`src/rtl/core/multi_queue_byte_fifo_macros.svh`:
```
// assertion macros used by the top rtl file of the queue pool
`ifndef MULTI_QUEUE_BYTE_FIFO_MACROS_SVH
`define MULTI_QUEUE_BYTE_FIFO_MACROS_SVH

`ifndef NO_ASSERTIONS

// same-cycle implication
`define MQBF_ASSERT_IMPL(lbl, clk, rst_n, ante, cons) \
    lbl: assert property (@(posedge clk) disable iff (!rst_n) (ante) |-> (cons)) \
        else $error("mqbf check failed");

// next-cycle implication
`define MQBF_ASSERT_NEXT(lbl, clk, rst_n, ante, cons) \
    lbl: assert property (@(posedge clk) disable iff (!rst_n) (ante) |=> (cons)) \
        else $error("mqbf check failed");

`else

`define MQBF_ASSERT_IMPL(lbl, clk, rst_n, ante, cons)
`define MQBF_ASSERT_NEXT(lbl, clk, rst_n, ante, cons)

`endif

`endif

```
`src/rtl/core/mqbf_ram.sv`:
```
module mqbf_ram #(
    parameter int WIDTH = 8,
    parameter int DEPTH = 16
) (
    input  logic                                      i_clk,
    input  logic                                      i_we,
    input  logic [((DEPTH > 1) ? $clog2(DEPTH) : 1)-1:0] i_waddr,
    input  logic [WIDTH-1:0]                          i_wdata,
    input  logic                                      i_re,
    input  logic [((DEPTH > 1) ? $clog2(DEPTH) : 1)-1:0] i_raddr,
    output logic [WIDTH-1:0]                          o_rdata
);

    logic [WIDTH-1:0] r_mem [DEPTH];
    logic [WIDTH-1:0] r_rdata;

    always_ff @(posedge i_clk) begin
        if (i_we) begin
            r_mem[i_waddr] <= i_wdata;
        end
        if (i_re) begin
            r_rdata <= r_mem[i_raddr];
        end
    end

    assign o_rdata = r_rdata;

endmodule

```
`config.mk`:
```
export PLATFORM = sky130hd
export DESIGN_NAME = mqbf_ram
export DESIGN_NICKNAME = d
export VERILOG_FILES = /design/src/rtl/core/multi_queue_byte_fifo_macros.svh /design/src/rtl/core/mqbf_ram.sv
export SDC_FILE = /design/constraint.sdc
export NUM_CORES = 1
export LEC_CHECK = 0
export BUFFER_PORTS_ARGS = -buffer_cell sky130_fd_sc_hd__buf_2
export CELL_PAD_IN_SITES_DETAIL_PLACEMENT = 1
export CELL_PAD_IN_SITES_GLOBAL_PLACEMENT = 2
export CORE_MARGIN = 4
export CORE_UTILIZATION = 45
export DETAILED_ROUTE_END_ITERATION = 10
export PLACE_DENSITY_LB_ADDON = 0.1
export RECOVER_POWER = 100
export SYNTH_ARGS = -nofsm -noshare
export SYNTH_HDL_FRONTEND = slang
export SYNTH_SLANG_ARGS = --single-unit
```
`constraint.sdc`:
```
create_clock -name i_clk -period 4.03 [get_ports i_clk]
set_clock_uncertainty 0.05 [all_clocks]
set_input_delay 0.403 -clock i_clk [delete_from_list [all_inputs] [get_ports i_clk]]
set_output_delay 0.403 -clock i_clk [all_outputs]
set_load 0.03 [all_outputs]
```
# [Word-level counts from Yosys, hierarchy flattened]
# Memories as Yosys holds them, arrays and structs flattened. A register that Yosys moved wholly into a read port is not among the register bits.
# Index checks and enable logic that the tools add are counted.
[op_classes] mux=2
[ops] cell="$mux 1" count=2
[totals] input_bits=19 wordCells=3 n_memories=1 ram_bits=128 out_inout_bits=8 ff_bits=0
[memory_table] name="r_mem" depth=16 word_bits=8 read_ports=1 rd_clocked_by_memory_dff=1 write_ports=1 line="mqbf_ram.sv:14" rtl="logic [WIDTH-1:0] r_mem [DEPTH];"

# [Logic depth before layout (Yosys ltp)]
[depth] ltp_word=2 ltp_mapped=5 depth_no_buf=3

# [Least setup slack after synthesis]
# No wires, ideal clock.
[synth_path] kind="input -> register" from="in i_waddr[2] in the netlist's numbering" to="mem r_mem[0][0], enable pin" path_stages=2 setup_slack_ns=2.084 setup_time_ns=0.383 t_required_ns=3.597 t_arrival_ns=1.513 n_path_buf=0 cell_sequence="or3b_2 > nor3_1"
[synth_rtl] element="from (decl)" line="mqbf_ram.sv:7" rtl="input logic [((DEPTH > 1) ? $clog2(DEPTH) : 1)-1:0] i_waddr,"
[synth_rtl] element="to (decl)" line="mqbf_ram.sv:14"
# Straight into the memory's write port.

==> out/results.txt <==
Max Clk Rate -> 0.3604 GHz
most common cell after layout, fill and taps aside -> sky130_fd_sc_hd__edfxtp_1
RePlAce Congestion -> 0.6902
DRC violation count after routing -> 0
post-synthesis net count -> 248
number of DRC markers after the initial detailed-route iteration -> 208
global routing usage summed across all routing layers -> 0.1823
clock latency reported for the late side of the worst-skew pair -> 0.42 ns
maximum number of pins on one net before global-route repair -> 33
initial standard-cell utilization of the core -> 0.4578
worst path arrival time -> 2.88 ns
Core Box Area -> 11420 µm²
Total Die Area -> 13410 µm²
nets -> 286
switching part of the total -> 0.1920
number of global-route vias before repair -> 2579
# port buffers -> 26
Synth Area per Inst -> 22.83 µm²
share of final-layout standard cells stronger than drive strength 1 -> 0.1935
non-filler instance count after layout -> 422
clock transition time at the flip-flop clock pins of the worst setup and hold paths -> 0.06 ns
class of the most critical hold timing path -> primary input to flop
DRT Pass-1 Iters -> 4
proportion of netlist area held by the largest area contributor -> 0.7812
Worst Hold Slack -> 0.4323 ns
routed length per instance -> 26.12 µm
nature of the critical path endpoint -> flop
Area Overhead vs Synth -> 16.59%
total power divided by cell area -> 568.0 nW/µm²
count of vias placed by the detailed router -> 2409
wire length of the first global-routing pass -> 16.54 mm
via/cell ratio -> 5.709
Final Instance Area -> 6095 µm²
Resize count post-CTS -> 0
GR peak layer -> met2
final setup vio count -> 0
Netlist Area Pre-Place -> 5228 µm²
met1 Usage GRT -> 0.2627
I/O pin total -> 27
clock network fraction of design power -> 0.493
max-slew headroom at the worst pin -> -0.01111
met2 track utilization from global routing -> 0.2704
share of power burned in combinational logic -> 0.043
reported max-cap violation count -> 2
startpoint of the worst hold path -> i_waddr[0]
Worst Path Class, Setup -> primary input to flop
cell internal pwr -> 2.797 mW
cell chain of the critical path -> clkbuf_1 -> buf_4 -> mux4_1 -> a22oi_1 -> nand2_1
NetSw -> 0.6647 mW
CP Max Fanout -> 18
TritonCTS Buffers -> 17
share of the yosys chip area belonging to registers -> 0.7812
launch point of the worst path -> i_raddr[0]
Die Ht -> 115.8 µm
number of flip-flops and latches in the synthesized netlist -> 136
total power draw -> 3.462 mW
master cell of the clock root buffer -> sky130_fd_sc_hd__clkbuf_16
result of the run -> finished with violations
worst IR drop on VDD -> 0.3077 mV
total congestion overflow -> 0
slowest library cell on the worst path -> sky130_fd_sc_hd__clkbuf_1
number of buffers inserted to repair setup after CTS -> 0
final period utilization -> 0.6885
CP Data Required Time -> 4.14 ns
number of buffers and inverters on the critical path -> 2
number of nets still failing antenna checks after routing -> 0
placed instance area -> 5483 µm²
total number of yosys warnings -> 0
largest area contributor in the synthesized netlist -> sky130_fd_sc_hd__edfxtp_1
count of different cell masters after synthesis -> 18
total count of hold-check failures in the final report -> 0
Slew @ Worst Pin -> 1.505 ns
Sink Count -> 136
met3 usage -> 0.05431
instance count of the mapped netlist -> 229
leak pwr -> 1.971 nW
H-Tree Level Count -> 4
commonest cells after routing, fill and taps aside -> sky130_fd_sc_hd__edfxtp_1, sky130_fd_sc_hd__clkbuf_1, sky130_fd_sc_hd__mux4_2
setup repair after global routing missed its margin -> false
fillcell total -> 1012
startpoint of the most critical register-to-register path -> r_mem[1][1]
proportion of power drawn by flip-flops and latches -> 0.464
diodes inserted -> 0
Post-CTS Hold Fix Bufs -> 0
maximum clock path buffer count -> 2
crit start category -> primary input
site row count -> 39
Slew Viols, Final -> 10
TritonCTS clock tree -> built
family with the most delay on the worst path -> buffers and inverters
antenna violations before repair -> 0
Die X-Extent -> 115.8 µm
Total Neg Setup Slack -> 0 ns
number of placed instances with taps included -> 391
crit-path max cell delay -> 0.90 ns
HPWL after detailed placement -> 6.894 mm
Synth area leaders -> sky130_fd_sc_hd__edfxtp_1, sky130_fd_sc_hd__mux4_2, sky130_fd_sc_hd__mux4_1
violations in the final reports -> max-capacitance violations, max-slew violations
Detailed Route WL -> 11.02 mm
minimum period implied by the final worst setup slack -> 2.775 ns
[power groups by stage]
stage               Clock [mW]  Combinational [mW]  Sequential (mW)
CTS                       1.73               0.157             1.60
finish                    1.71               0.149             1.61
floorplan                    0              0.0804             1.64
detailed placement           0               0.156             1.63
global route              1.81               0.163             1.61
global placement             0               0.153             1.63
[flip-flops by register name, summed over array words and instances, names as in the netlist]
signal,flops
o_rdata,8
r_mem,128
[worst register-to-register path, stage by stage (launching register included)]
cell,delay [ns]
sky130_fd_sc_hd__edfxtp_1,0.36
sky130_fd_sc_hd__mux4_1,0.52
sky130_fd_sc_hd__a22oi_1,0.33
sky130_fd_sc_hd__nand2_1,0.10
[stage by stage]
step,utilization,worst slack [ns]
after floorplan,-,2.084
after global placement,0.4802,1.429
after detailed placement,0.4802,1.401
after CTS,0.5376,1.763
after global routing,0.5338,1.097
final,0.5338,1.255
[cell families (layout without fill, tap and decap cells)]
logic type,count (synthesis),after routing,share of synthesized area
AOI/OAI and AO/OA,16,16,0.02298
muxes,32,32,0.1479
buffers and inverters,10,60,0.01651
DFF,136,136,0.7812
and+or+nand+nor,35,35,0.03136
[per-layer routing]
layer  vias up  part of all wire
met2        59              0.47
met5         -                 0
met1      1277              0.47
li1       1060                 -
met3        13             0.044
met4         0             0.011
[cell type report]
| cell class | count | area, µm² | share of cell area |
|---|---|---|---|
| Sequential cell | 136 | 4084 | 0.6701 |
| Tap cell | 143 | 178.9 | 0.02936 |
| Multi-Input combinational cell | 83 | 1057 | 0.1735 |
| Clock inverter | 14 | 230.2 | 0.03777 |
| Clock buffer | 17 | 425.4 | 0.06980 |
| Timing Repair Buffer | 29 | 118.9 | 0.01950 |
[path summary, 6_finish.rpt]
check	depth (start not counted)	slack (ns)	end
worst max register to register	3	2.40	o_rdata[1]
worst min register to register	3	0.69	o_rdata[3]
worst min-delay path	2	0.43	r_mem[4][6]
worst max-delay path	5	1.26	o_rdata[1]
[Yosys cell counts, drive strengths merged]
master / number
clkdlybuf4s25: 3
nor2: 13
edfxtp: 136
buf: 7
and2: 1
mux4: 32
nand3b: 2
nor3: 4
and2b: 1
or3b: 1
nand3: 1
nand2b: 2
nor2b: 1
nand2: 9
a22oi: 16
(Power assumes the default switching activity.)
