<file path="config.mk">
export PLATFORM = sky130hd
export DESIGN_NAME = mqbf_alloc
export DESIGN_NICKNAME = d
export VERILOG_FILES = /design/src/rtl/core/multi_queue_byte_fifo_macros.svh /design/src/rtl/core/mqbf_pkg.sv /design/src/rtl/core/mqbf_alloc.sv
export SDC_FILE = /design/constraint.sdc
export NUM_CORES = 1
export LEC_CHECK = 0
export ABC_AREA = 1
export ABC_CLOCK_PERIOD_IN_PS = 1900
export BUFFER_PORTS_ARGS = -buffer_cell sky130_fd_sc_hd__buf_2
export CORE_MARGIN = 2
export CORE_UTILIZATION = 58
export DETAILED_ROUTE_END_ITERATION = 7
export PLACE_DENSITY = 0.82
export SYNTH_ARGS = -nofsm -noshare
export SYNTH_HDL_FRONTEND = slang
export SYNTH_SLANG_ARGS = --single-unit
</file>
<file path="constraint.sdc">
create_clock -name i_clk -period 1.9 [get_ports i_clk]
set_input_delay 0.38 -clock i_clk [delete_from_list [all_inputs] [get_ports i_clk]]
set_output_delay 0.38 -clock i_clk [all_outputs]
set_load 0.01 [all_outputs]
</file>
<file path="src/rtl/core/multi_queue_byte_fifo_macros.svh">
// assertion macros used by the top rtl file of the queue pool
`ifndef MULTI_QUEUE_BYTE_FIFO_MACROS_SVH
`define MULTI_QUEUE_BYTE_FIFO_MACROS_SVH

`ifndef NO_ASSERTIONS

// same-cycle implication
`define MQBF_ASSERT_IMPL(lbl, clk, rst_n, ante, cons) \
    lbl: assert property (@(posedge clk) disable iff (!rst_n) (ante) |-> (cons)) \
        else $error("mqbf check failed");

// next-cycle implication
`define MQBF_ASSERT_NEXT(lbl, clk, rst_n, ante, cons) \
    lbl: assert property (@(posedge clk) disable iff (!rst_n) (ante) |=> (cons)) \
        else $error("mqbf check failed");

`else

`define MQBF_ASSERT_IMPL(lbl, clk, rst_n, ante, cons)
`define MQBF_ASSERT_NEXT(lbl, clk, rst_n, ante, cons)

`endif

`endif

</file>
<file path="src/rtl/core/mqbf_pkg.sv">
package mqbf_pkg;

    localparam int KIND_W   = 3;
    localparam int ID_W     = 4;
    localparam int BYTE_W   = 8;
    localparam int STATUS_W = 3;
    localparam int GRANT_W  = 4;
    localparam int COUNT_W  = 12;

    localparam int IN_DATA_W  = 16;
    localparam int OUT_DATA_W = 40;

    // create only looks at queues whose number fits in queue_id
    localparam int ID_LIMIT = 16;

    localparam logic [COUNT_W-1:0] COUNT_MAX = 12'd4095;

    localparam logic [KIND_W-1:0] KIND_CREATE = 3'd0;
    localparam logic [KIND_W-1:0] KIND_WRITE  = 3'd1;
    localparam logic [KIND_W-1:0] KIND_READ   = 3'd2;
    localparam logic [KIND_W-1:0] KIND_QUERY  = 3'd3;
    localparam logic [KIND_W-1:0] KIND_CLOSE  = 3'd4;

    localparam logic [STATUS_W-1:0] ST_OK        = 3'd0;
    localparam logic [STATUS_W-1:0] ST_NOT_ALLOC = 3'd1;
    localparam logic [STATUS_W-1:0] ST_NO_FREE   = 3'd2;
    localparam logic [STATUS_W-1:0] ST_EMPTY     = 3'd3;
    localparam logic [STATUS_W-1:0] ST_FULL      = 3'd4;

    typedef enum logic [3:0] {
        S_IDLE  = 4'b0001,
        S_LOOK  = 4'b0010,
        S_FETCH = 4'b0100,
        S_DONE  = 4'b1000
    } t_state;

    // first member sits in the highest bits, so status lands at bit 0
    typedef struct packed {
        logic [COUNT_W-1:0]  space;
        logic [COUNT_W-1:0]  held;
        logic [GRANT_W-1:0]  granted;
        logic [BYTE_W-1:0]   rbyte;
        logic [STATUS_W-1:0] status;
    } t_result;

    typedef struct packed {
        logic claim;
        logic free;
    } t_alloc_op;

endpackage

</file>
<file path="src/rtl/core/mqbf_alloc.sv">
module mqbf_alloc #(
    parameter int QUEUES = 16,
    parameter int QW     = 4
) (
    input  logic                i_clk,
    input  logic                i_rst_n,
    input  mqbf_pkg::t_alloc_op i_op,
    input  logic [QW-1:0]       i_idx,
    input  logic [QW-1:0]       i_probe,
    output logic                o_open_hit,
    output logic                o_found,
    output logic [QW-1:0]       o_free_idx
);

    localparam int LIMIT = (QUEUES < mqbf_pkg::ID_LIMIT) ? QUEUES : mqbf_pkg::ID_LIMIT;

    logic [QUEUES-1:0] r_open;
    logic [QUEUES-1:0] n_open;

    always_comb begin
        n_open = r_open;
        if (i_op.claim) begin
            n_open[i_idx] = 1'b1;
        end else if (i_op.free) begin
            n_open[i_idx] = 1'b0;
        end
    end

    always_ff @(posedge i_clk) begin
        if (!i_rst_n) begin
            r_open <= '0;
        end else begin
            r_open <= n_open;
        end
    end

    // lowest-numbered free queue wins
    always_comb begin
        o_found    = 1'b0;
        o_free_idx = '0;
        for (int i = LIMIT - 1; i >= 0; i--) begin
            if (!r_open[i]) begin
                o_found    = 1'b1;
                o_free_idx = QW'(i);
            end
        end
    end

    assign o_open_hit = r_open[i_probe];

endmodule

</file>
### Word-level counts from Yosys, hierarchy flattened

Cells that the tools add are included.

* logic and storage cells: 47
* input bits: 12
* output and inout port bits: 6
* register bits after elaboration: 16

* magnitude comparators: 3
* bitwise logic cells: 3
* mux-type cells: 38
* reduce and logical (&&, ||, !) cells: 2

Operators by type and width (count)
* 4-bit two-way mux: 16
* 16-bit two-way mux: 2
* 1-bit two-way mux: 18
* 16-bit AND: 1
* 16-bit NOT: 1
* 16-bit OR: 1
* 4-bit by 5-bit < comparator with 1-bit output (second input constant): 2
* 1-bit binary-select mux with 4-bit select: 1
* 1-bit demux with 4-bit select: 1
* 4-bit by 1-bit greater-or-equal comparator with 1-bit output (second input constant): 1
* 2-bit nonzero test: 1
* 1-bit logical AND: 1

### Longest topological paths before layout

Gate-level depths: netlist of run 1.

* depth in word-level cells: 16
* mapped depth: 15
* mapped depth without buffers: 15

### Worst setup path before layout of run 1

No wires, ideal clock.

* kind: input to output
* from: input port i_probe[0]
* to: output port o_open_hit
* buffers on the path: 1
* stages: 7
* path slack: 349 ps
* required time: 1520 ps
* arrival time: 1171 ps
* cells stage by stage: buf_2 > inv_2 > a21oi_1 > o21ai_0 > a21oi_1 > a21oi_1 > o21ai_1

* word-level cells in the longest chain between the ends: 2

Ends and longest elaborated chain
* start: declaration: RTL line mqbf_alloc.sv:9 `input logic [QW-1:0] i_probe,`
* 1-bit binary-select mux with 4-bit select: RTL line mqbf_alloc.sv:49 `assign o_open_hit = r_open[i_probe];`
* 1-bit two-way mux (implied by the code): RTL line mqbf_alloc.sv:49
* end: declaration: RTL line mqbf_alloc.sv:10 `output logic o_open_hit,`

Every way passes these cells. The select of a mux whose other input is x is not followed.

==> impl_metrics.tcl, run 1 <==
set metrics [dict create \
    max-cap-violations 0 \
    arrival_ns 1.58 \
    ys_ff_latch 16 \
    cts_htree_levels 1 \
    rsz0062_at_grt "true" \
    hold_ws_ns 0.401 \
    io_buffers 17 \
    drc 0 \
    skew_ns 0 \
    multi_input_area_um2 588 \
    cp_max_fo 4 \
    cts.clk_slew.worst_paths_ns 0.09 \
    area.growth.synth_to_final_pct 14.7 \
    path_class "register to primary output" \
    clkPwrFrac 0.325 \
    worstMarginPinSlew_ns 0.369 \
    synth.net_count 176 \
    critPathSlowestCell "dfxtp_2" \
    cellPowerDensity_mw_per_mm2 599 \
    synth-compound-area-share 0.243 \
    synth_top_area_cell "dfxtp_1" \
    path_cells "buf_4, nand2_1, nand3_1, nand3_1, nand3_1, nand3_1, nand3_1, a311oi_1, buf_2" \
    cp.required_ns 1.52 \
    cts_buffers 3 \
    firstDrtPassIters 4 \
    cts_tree "done" \
    dpl.cell_count 195 \
    switching_share 0.278 \
    synthMuxAreaShare 0 \
    core_mm2 0.00167 \
    routed_wl_um 2520 \
    die_area_mm2 0.00208 \
    stdcell_count 200 \
    yosys.area_share.simple 0.336 \
    relSlewSlack 0.752 \
    dpl_worst_slack_ns 0.201 \
    synth_top_area_frac 0.318 \
    max_stage_delay_ns 0.34 \
    synth_seq_area_share 0.318 \
    fillers 158 \
    fin_ws_ns -0.0558 \
    ys_warn_count 0 \
    dp_hpwl_um 1940 \
    crit_path_frequent_cell "nand3_1" \
    synth_xor_area_frac 0 \
    diodes 0 \
    period_needed_ns 1.96 \
    first_global_vias 979 \
    clock_latency_ns 0.29 \
    p_switching_mw 0.192 \
    layout.nets 196 \
    vdd_drop_max_uv 428 \
    grt_usage 0.267 \
    synth_top_family_by_area "simple AND/OR/NAND/NOR gates" \
    internal-power_mw 0.499 \
    die_h_um 45.6 \
    gp_congestion 0.851 \
    wl_per_cell_um 12.6 \
    grt_pass1_wl_um 4040 \
    num_vias 1165 \
    finalPower_mw 0.691 \
    hold_violations 0 \
    drtIter0Drc 28 \
    clockRootBuffer "clkbuf_4" \
    combPwrFrac 0.161 \
    grt_max_degree 18 \
    cts_hold_buf 0 \
    floorplan.initialDensity 0.602 \
    status "finished, violations left" \
    seq_power_share 0.514 \
    critPathLaunchType "register" \
    cts_buffer_depth 2 \
    antenna_found_initial 0 \
    post-route-period-util 1.03 \
    synthesis.area_mm2 0.00101 \
    setup_violations 2 \
    ant_nets 0 \
    globalRouteOverflowTotal 0 \
    viasPerCell 5.83 \
    clkSinkCount 16 \
    die_x_um 45.6 \
    yosysUniqueCellTypes 21 \
    layout-drive-gt1-share 0.180 \
    regArea_um2 325 \
    io_pins 18 \
    synth.avg_cell_area_um2 6.13 \
    p_leak_nw 0.431 \
    synthAdderAreaFrac 0 \
    rows 15 \
    netlist_instances 164 \
    max_freq_mhz 511 \
    synthTopCellsByArea "dfxtp_1 32%, o21ai_0 10%, nand2_1 9.7%, a21oi_1 9.0%, nor2_1 8.6%" \
    end_kind "primary output" \
    violations "setup timing" \
    maxSlewViolCount 0 \
    hp-class "input port to register" \
]
[metal layers]
metal | up-vias | GRT usage | share of wire | routed length (um)
met1 | 526 | 0.354 | 0.48 | 1200
met5 | - | 0 | 0 | 0
met2 | 39 | 0.425 | 0.45 | 1140
li1 | 593 | - | - | -
met4 | 0 | 0.135 | 0.025 | 63
met3 | 7 | 0.0317 | 0.045 | 114
[path summary, 6_finish.rpt]
path | slack (ns) | startpoint | cells after the start | end
setup / recovery | -0.06 | register | 9 | o_free_idx[1]
hold / removal | 0.40 | i_idx[1] | 3 | register
setup reg to reg | 1.17 | register | 2 | register
hold reg to reg | 0.50 | register | 2 | register
[cell type report]
| type | count | share of cell area |
|---|---|---|
| multi-input cells | 121 | 0.510 |
| clock buffers | 4 | 0.0315 |
| repair buffers | 18 | 0.0803 |
| well taps | 17 | 0.0184 |
| inverters | 24 | 0.0781 |
| flip-flops and latches | 16 | 0.282 |
[power groups by stage]
stage	clock network [mW]	registers [mW]	logic, mW
floorplan	0	0.360	0.0702
global placement	0	0.362	0.104
detailed placement	0	0.363	0.108
CTS	0.228	0.355	0.108
global route	0.240	0.357	0.124
finish	0.225	0.356	0.111
[metrics by stage]
stage	TNS, ns	utilization	area (um2)
final	-0.0951	0.691	1150
after global routing	-0.478	0.691	1150
after CTS	-0.0338	0.680	1140
after detailed placement	0	0.658	1100
after global placement	0	0.658	1100
after floorplan	0	-	1010
[worst max-delay path, delay by kind of cell, from the launching register on]
family | cells | cell delay (ns)
buf+inv | 2 | 0.29
compound gates | 1 | 0.20
simple gates | 6 | 0.46
flops | 1 | 0.34
[cell usage after synthesis]
library cell / number
clkbuf_1: 1
o21ai_0: 21
a31oi_1: 1
a21oi_1: 18
a21oi_2: 1
inv_1: 22
a311oi_1: 1
nand2_1: 26
nand3_1: 11
o21ai_1: 1
nor3_4: 1
buf_2: 2
nor3_1: 8
nor2_1: 23
inv_2: 2
nor2_4: 1
dfxtp_1: 16
o22ai_1: 2
o211ai_1: 1
nand4_1: 2
nor4_1: 3
[cell families (layout without fill, tap and decap cells)]
| family | Yosys count | count (layout) |
|---|---|---|
| AND/OR/NAND/NOR | 75 | 75 |
| AO/OA/AOI/OAI | 46 | 46 |
| buffers and inverters | 27 | 46 |
| flip-flops | 16 | 16 |
[cell usage in the layout (no fill, tap or decap), types with 2 or more instances in the layout]
| master | n |
|---|---|
| o22ai_1 | 2 |
| nor3_1 | 8 |
| clkbuf_4 | 3 |
| nand4_1 | 2 |
| dfxtp_2 | 4 |
| nor4_1 | 2 |
| dfxtp_1 | 12 |
| nand3_1 | 11 |
| inv_2 | 3 |
| o21ai_0 | 21 |
| a21oi_1 | 18 |
| inv_1 | 21 |
| nand2_1 | 26 |
| buf_2 | 17 |
| nor2_1 | 23 |
[what timing repair did]
action                     CTS  global route
resized for setup            1             5
buffers inserted             0             1
setup endpoints to repair    1             4
(Power assumes the default switching activity.)
==> inputs of run 2 (changes only) <==
--- a/config.mk
+++ b/config.mk
@@ -11,7 +11,7 @@
 export CORE_MARGIN = 2
 export CORE_UTILIZATION = 58
 export DETAILED_ROUTE_END_ITERATION = 7
-export PLACE_DENSITY = 0.82
+export PLACE_DENSITY_LB_ADDON = 0.3
 export SYNTH_ARGS = -nofsm -noshare
 export SYNTH_HDL_FRONTEND = slang
 export SYNTH_SLANG_ARGS = --single-unit
==> run 2 against run 1 <==
  * The run still ends with setup timing left
  * Worst hold slack got worse by 0.0052 ns
  * Fmax barely moved
  * Flip-flop and latch count did not move
  * Clock power fell by 19%
  * Final cell count did not move
  * Routed wire length rose by 2.0%
  * Global-route usage fell by 0.49 points
  * Critical path type unchanged
  * Critical endpoint unchanged
  * Highest routed layer unchanged
==> impl_metrics.tcl, run 2 (synthesized netlist as in run 1, its figures left out) <==
set metrics [dict create \
    cp_max_fo 3 \
    globalRouteOverflowTotal 0 \
    dp_hpwl_um 1970 \
    max-cap-violations 0 \
    gp_congestion 0.840 \
    drc 0 \
    violations "setup timing" \
    cts_tree "done" \
    viasPerCell 5.80 \
    dpl.cell_count 195 \
    ant_nets 0 \
    post-route-period-util 1.03 \
    rsz0062_at_grt "true" \
    path_class "register to primary output" \
    dpl_cell_area_mm2 0.00110 \
    cts_htree_levels 1 \
    critPathLaunchType "register" \
    status "finished, violations left" \
    hp-class "input port to register" \
    die_h_um 45.6 \
    die_area_mm2 0.00208 \
    io_pins 18 \
    cts_buffer_depth 2 \
    p_leak_nw 0.430 \
    layout.nets 197 \
    cts.clk_slew.worst_paths_ns 0.09 \
    fin_ws_ns -0.0567 \
    setup_violations 2 \
    grt_usage 0.263 \
    final_cell_area_mm2 0.00115 \
    cp.required_ns 1.52 \
    firstDrtPassIters 4 \
    antenna_found_initial 0 \
    clock_latency_ns 0.29 \
    num_vias 1160 \
    floorplan.initialDensity 0.602 \
    whs_path_depth 3 \
    max_freq_mhz 511 \
    relSlewSlack 0.719 \
    hp-start "i_idx[1]" \
    first_global_vias 971 \
    core_mm2 0.00167 \
    reg2regPathDepth 2 \
    skew_ns 0 \
    clkSinkCount 16 \
    hold_violations 0 \
    cellPowerDensity_mw_per_mm2 563 \
    grt_max_degree 18 \
    drtIter0Drc 35 \
    period_needed_ns 1.96 \
    cts_hold_buf 0 \
    routed_wl_um 2570 \
    cts_buffers 3 \
    area.growth.synth_to_final_pct 14.7 \
    die_x_um 45.6 \
    hold_ws_ns 0.396 \
    end_kind "primary output" \
    diodes 0 \
    grt_pass1_wl_um 3940 \
    rrSetupSlack_ns 1.16 \
    layout_common_cells "23 x nand2_1, 23 x nor2_1, 21 x inv_1, 21 x o21ai_0, 18 x a21oi_1" \
    arrival_ns 1.58 \
    worstMarginPinSlew_ns 0.418 \
    vdd_drop_max_uv 392 \
    wl_per_cell_um 12.9 \
    rows 15 \
    layout-drive-gt1-share 0.191 \
    stdcell_count 200 \
    finalPower_mw 0.650 \
    clockRootBuffer "clkbuf_4" \
    maxSlewViolCount 0 \
    io_buffers 17 \
    fillers 144 \
]
-- run 2: cell count changes in the layout (fill, tap and decap cells not counted) --
cell / before / now
dfxtp_1: 12 / 13
nand2_2: 0 / 3
clkbuf_8: 1 / 0
buf_4: 1 / 2
dfxtp_2: 4 / 3
nand2_1: 26 / 23
-- run 2: power by group --
part / switching, mW / internal [mW] / total [mW]
Clock: 0.108 / 0.0738 / 0.182
Sequential: 0.0108 / 0.345 / 0.356
Combinational: 0.0736 / 0.0379 / 0.112
-- run 2: routing by layer --
| layer | routed length (um) | global-route usage |
|---|---|---|
| met5 | 0 | 0 |
| met4 | 61 | 0.147 |
| met2 | 1200 | 0.431 |
| met1 | 1140 | 0.332 |
| met3 | 167 | 0.0278 |
-- run 2: cell type report --
type	count	area (um2)	share of cell area
Inverter	24	90.1	0.0781
Timing Repair Buffer	19	100	0.0868
Clock buffer	3	22.5	0.0195
Multi-Input combinational cell	121	596	0.516
Sequential cell	16	324	0.281
Tap cell	17	21.3	0.0184
-- run 2: worst max-delay path by stage --
stage / to / slack (ns) / cells after the start
after floorplan: o_open_hit / 0.35 / 7
after global placement: o_open_hit / 0.24 / 8
after detailed placement: o_open_hit / 0.23 / 8
after CTS: o_free_idx[0] / -0.01 / 16
after global routing: o_free_idx[0] / -0.19 / 16
final: o_free_idx[1] / -0.06 / 9
-- run 2: through the flow --
stage / util / TNS, ns / setup slack [ns]
6_report: 0.691 / -0.107 / -0.0567
5_1_grt: 0.691 / -0.462 / -0.186
4_1_cts: 0.676 / -0.0119 / -0.0119
3_5_place_dp: 0.658 / 0 / 0.226
3_3_place_gp: 0.658 / 0 / 0.239
2_1_floorplan: - / 0 / 0.349
-- run 2: timing repair --
action                                  in CTS  in global routing
endpoints found under the setup margin       1                  5
gates cloned                                 0                  0
resized for setup                            1                  7
hold endpoints to repair                     0                  0
pin swaps                                    0                  2
buffers inserted                             1                  1
-- run 2: critical path: stages (launching register included) --
cell and delay, ns:
dfxtp_2 0.34, buf_4 0.12, nand2_1 0.08, nand3_1 0.08
nand3_1 0.07, nand3_1 0.07, nand3_1 0.07, nand3_1 0.07
a311oi_1 0.20, buf_2 0.17
==> inputs of run 3 (changes only) <==
--- a/config.mk
+++ b/config.mk
@@ -11,7 +11,8 @@
 export CORE_MARGIN = 2
 export CORE_UTILIZATION = 58
 export DETAILED_ROUTE_END_ITERATION = 7
-export PLACE_DENSITY_LB_ADDON = 0.3
+export PLACE_DENSITY = 0.87
+export SKIP_CTS_REPAIR_TIMING = 1
 export SYNTH_ARGS = -nofsm -noshare
 export SYNTH_HDL_FRONTEND = slang
 export SYNTH_SLANG_ARGS = --single-unit
==> run 3 against run 2 <==
  * The run still ends with setup timing left
  * Non-clock buffer count shrank 1
  * Register-to-register slack is essentially flat
  * Highest routed layer unchanged
  * Critical path depth is the same
  * Global-route usage grew 2.3 points
  * Critical endpoint unchanged
  * Flip-flop and latch count is the same
  * Largest power group unchanged
==> impl_metrics.tcl, run 3 (synthesized netlist as in run 1, its figures left out) <==
set metrics [dict create \
    final_cell_area_mm2 0.00114 \
    status "finished, violations left" \
    path_cells "buf_4, nand2_1, nand3_1, nand3_1, nand3_1, nand3_1, nand3_1, a311oi_1, buf_2" \
    cts_buffer_depth 2 \
    combPwrFrac 0.172 \
    hp-class "input port to register" \
    cp-endpoint "o_free_idx[1]" \
    wl_per_cell_um 12.9 \
    post-route-period-util 1.04 \
    crit_path_frequent_cell "nand3_1" \
    io_pins 18 \
    p_switching_mw 0.187 \
    finish.utilization 0.681 \
    die_h_um 45.6 \
    die_area_mm2 0.00208 \
    fin_ws_ns -0.0846 \
    internal-power_mw 0.456 \
    clock_latency_ns 0.28 \
    max_freq_mhz 504 \
    dp_hpwl_um 2010 \
    layout_common_cells "26 x nand2_1, 23 x nor2_1, 22 x inv_1, 21 x o21ai_0, 18 x a21oi_1" \
    maxSlewViolCount 0 \
    globalRouteOverflowTotal 0 \
    dpl_cell_area_mm2 0.00110 \
    grt_pass1_wl_um 4270 \
    max-cap-violations 0 \
    p_leak_nw 0.423 \
    whs_path_depth 3 \
    final_common_cell "nand2_1" \
    path_class "register to primary output" \
    io_buffers 17 \
    layout.nets 196 \
    arrival_ns 1.60 \
    worstMarginPinSlew_ns 0.300 \
    seq_power_share 0.553 \
    antenna_found_initial 0 \
    diodes 0 \
    violations "setup timing" \
    vdd_drop_max_uv 471 \
    rsz0062_at_grt "true" \
    hold_ws_ns 0.407 \
    cp_max_fo 3 \
    dpl_worst_slack_ns 0.221 \
    cellPowerDensity_mw_per_mm2 565 \
    grt_usage 0.285 \
    period_needed_ns 1.98 \
    clkPwrFrac 0.275 \
    drtIter0Drc 39 \
    clockRootBuffer "clkbuf_4" \
    cts_buffers 3 \
    setup_violations 2 \
    die_x_um 45.6 \
    cts.clk_slew.worst_paths_ns 0.09 \
    floorplan.initialDensity 0.602 \
    routed_wl_um 2570 \
    gp_congestion 0.888 \
    relSlewSlack 0.799 \
    cts_tree "done" \
    ant_nets 0 \
    firstDrtPassIters 5 \
    rrSetupSlack_ns 1.15 \
    viasPerCell 5.98 \
    hold_violations 0 \
    cts_htree_levels 1 \
    drc 0 \
    core_mm2 0.00167 \
    critPathSlowestCell "dfxtp_2" \
    max_stage_delay_ns 0.33 \
    cp.required_ns 1.52 \
    layout-drive-gt1-share 0.159 \
    finalPower_mw 0.643 \
    reg2regPathDepth 2 \
    skew_ns 0 \
    critPathLaunchType "register" \
    end_kind "primary output" \
    num_vias 1190 \
    rows 15 \
    area.growth.synth_to_final_pct 13.1 \
    clkSinkCount 16 \
    grt_max_degree 18 \
    first_global_vias 1023 \
    switching_share 0.290 \
]
run 3: routing by layer:
metal  GRT usage  wire, um  up-vias
met3      0.0317       167        8
met5           0         0        -
li1            -         -      591
met1       0.360      1110      535
met4       0.147        60        0
met2       0.473      1230       56
run 3: layout make-up:
type | count | area, um2
Multi-Input combinational cell | 121 | 588
Tap cell | 17 | 21.3
Clock buffer | 3 | 22.5
Inverter | 24 | 90.1
Sequential cell | 16 | 323
Timing Repair Buffer | 18 | 92.6
Fill cell | 153 | 533
run 3: per-stage QoR:
step	std cells	setup TNS, ns
floorplan	164	0
global placement	195	0
detailed placement	195	0
CTS	198	-0.0417
global route	199	-0.509
finish	199	-0.137
run 3: worst min-delay path by stage:
stage / from / endpoint / slack, ns
floorplan: register / register / 0.46
global placement: register / register / 0.49
detailed placement: register / register / 0.49
CTS: i_idx[1] / register / 0.40
global route: i_idx[1] / register / 0.41
finish: i_idx[1] / register / 0.41
run 3: power by group through the flow:
stage | clock network, mW | registers, mW | logic [mW]
CTS | 0.180 | 0.355 | 0.108
finish | 0.176 | 0.356 | 0.111
detailed placement | 0 | 0.363 | 0.108
floorplan | 0 | 0.360 | 0.0702
global placement | 0 | 0.362 | 0.103
global route | 0.194 | 0.357 | 0.124
run 3: worst max-delay path, delay by kind of cell (launching register included):
kind | cells | cell delay (ns)
AND/OR/NAND/NOR | 6 | 0.48
AO/OA/AOI/OAI | 1 | 0.20
buffers and inverters | 2 | 0.29
flip-flops | 1 | 0.33
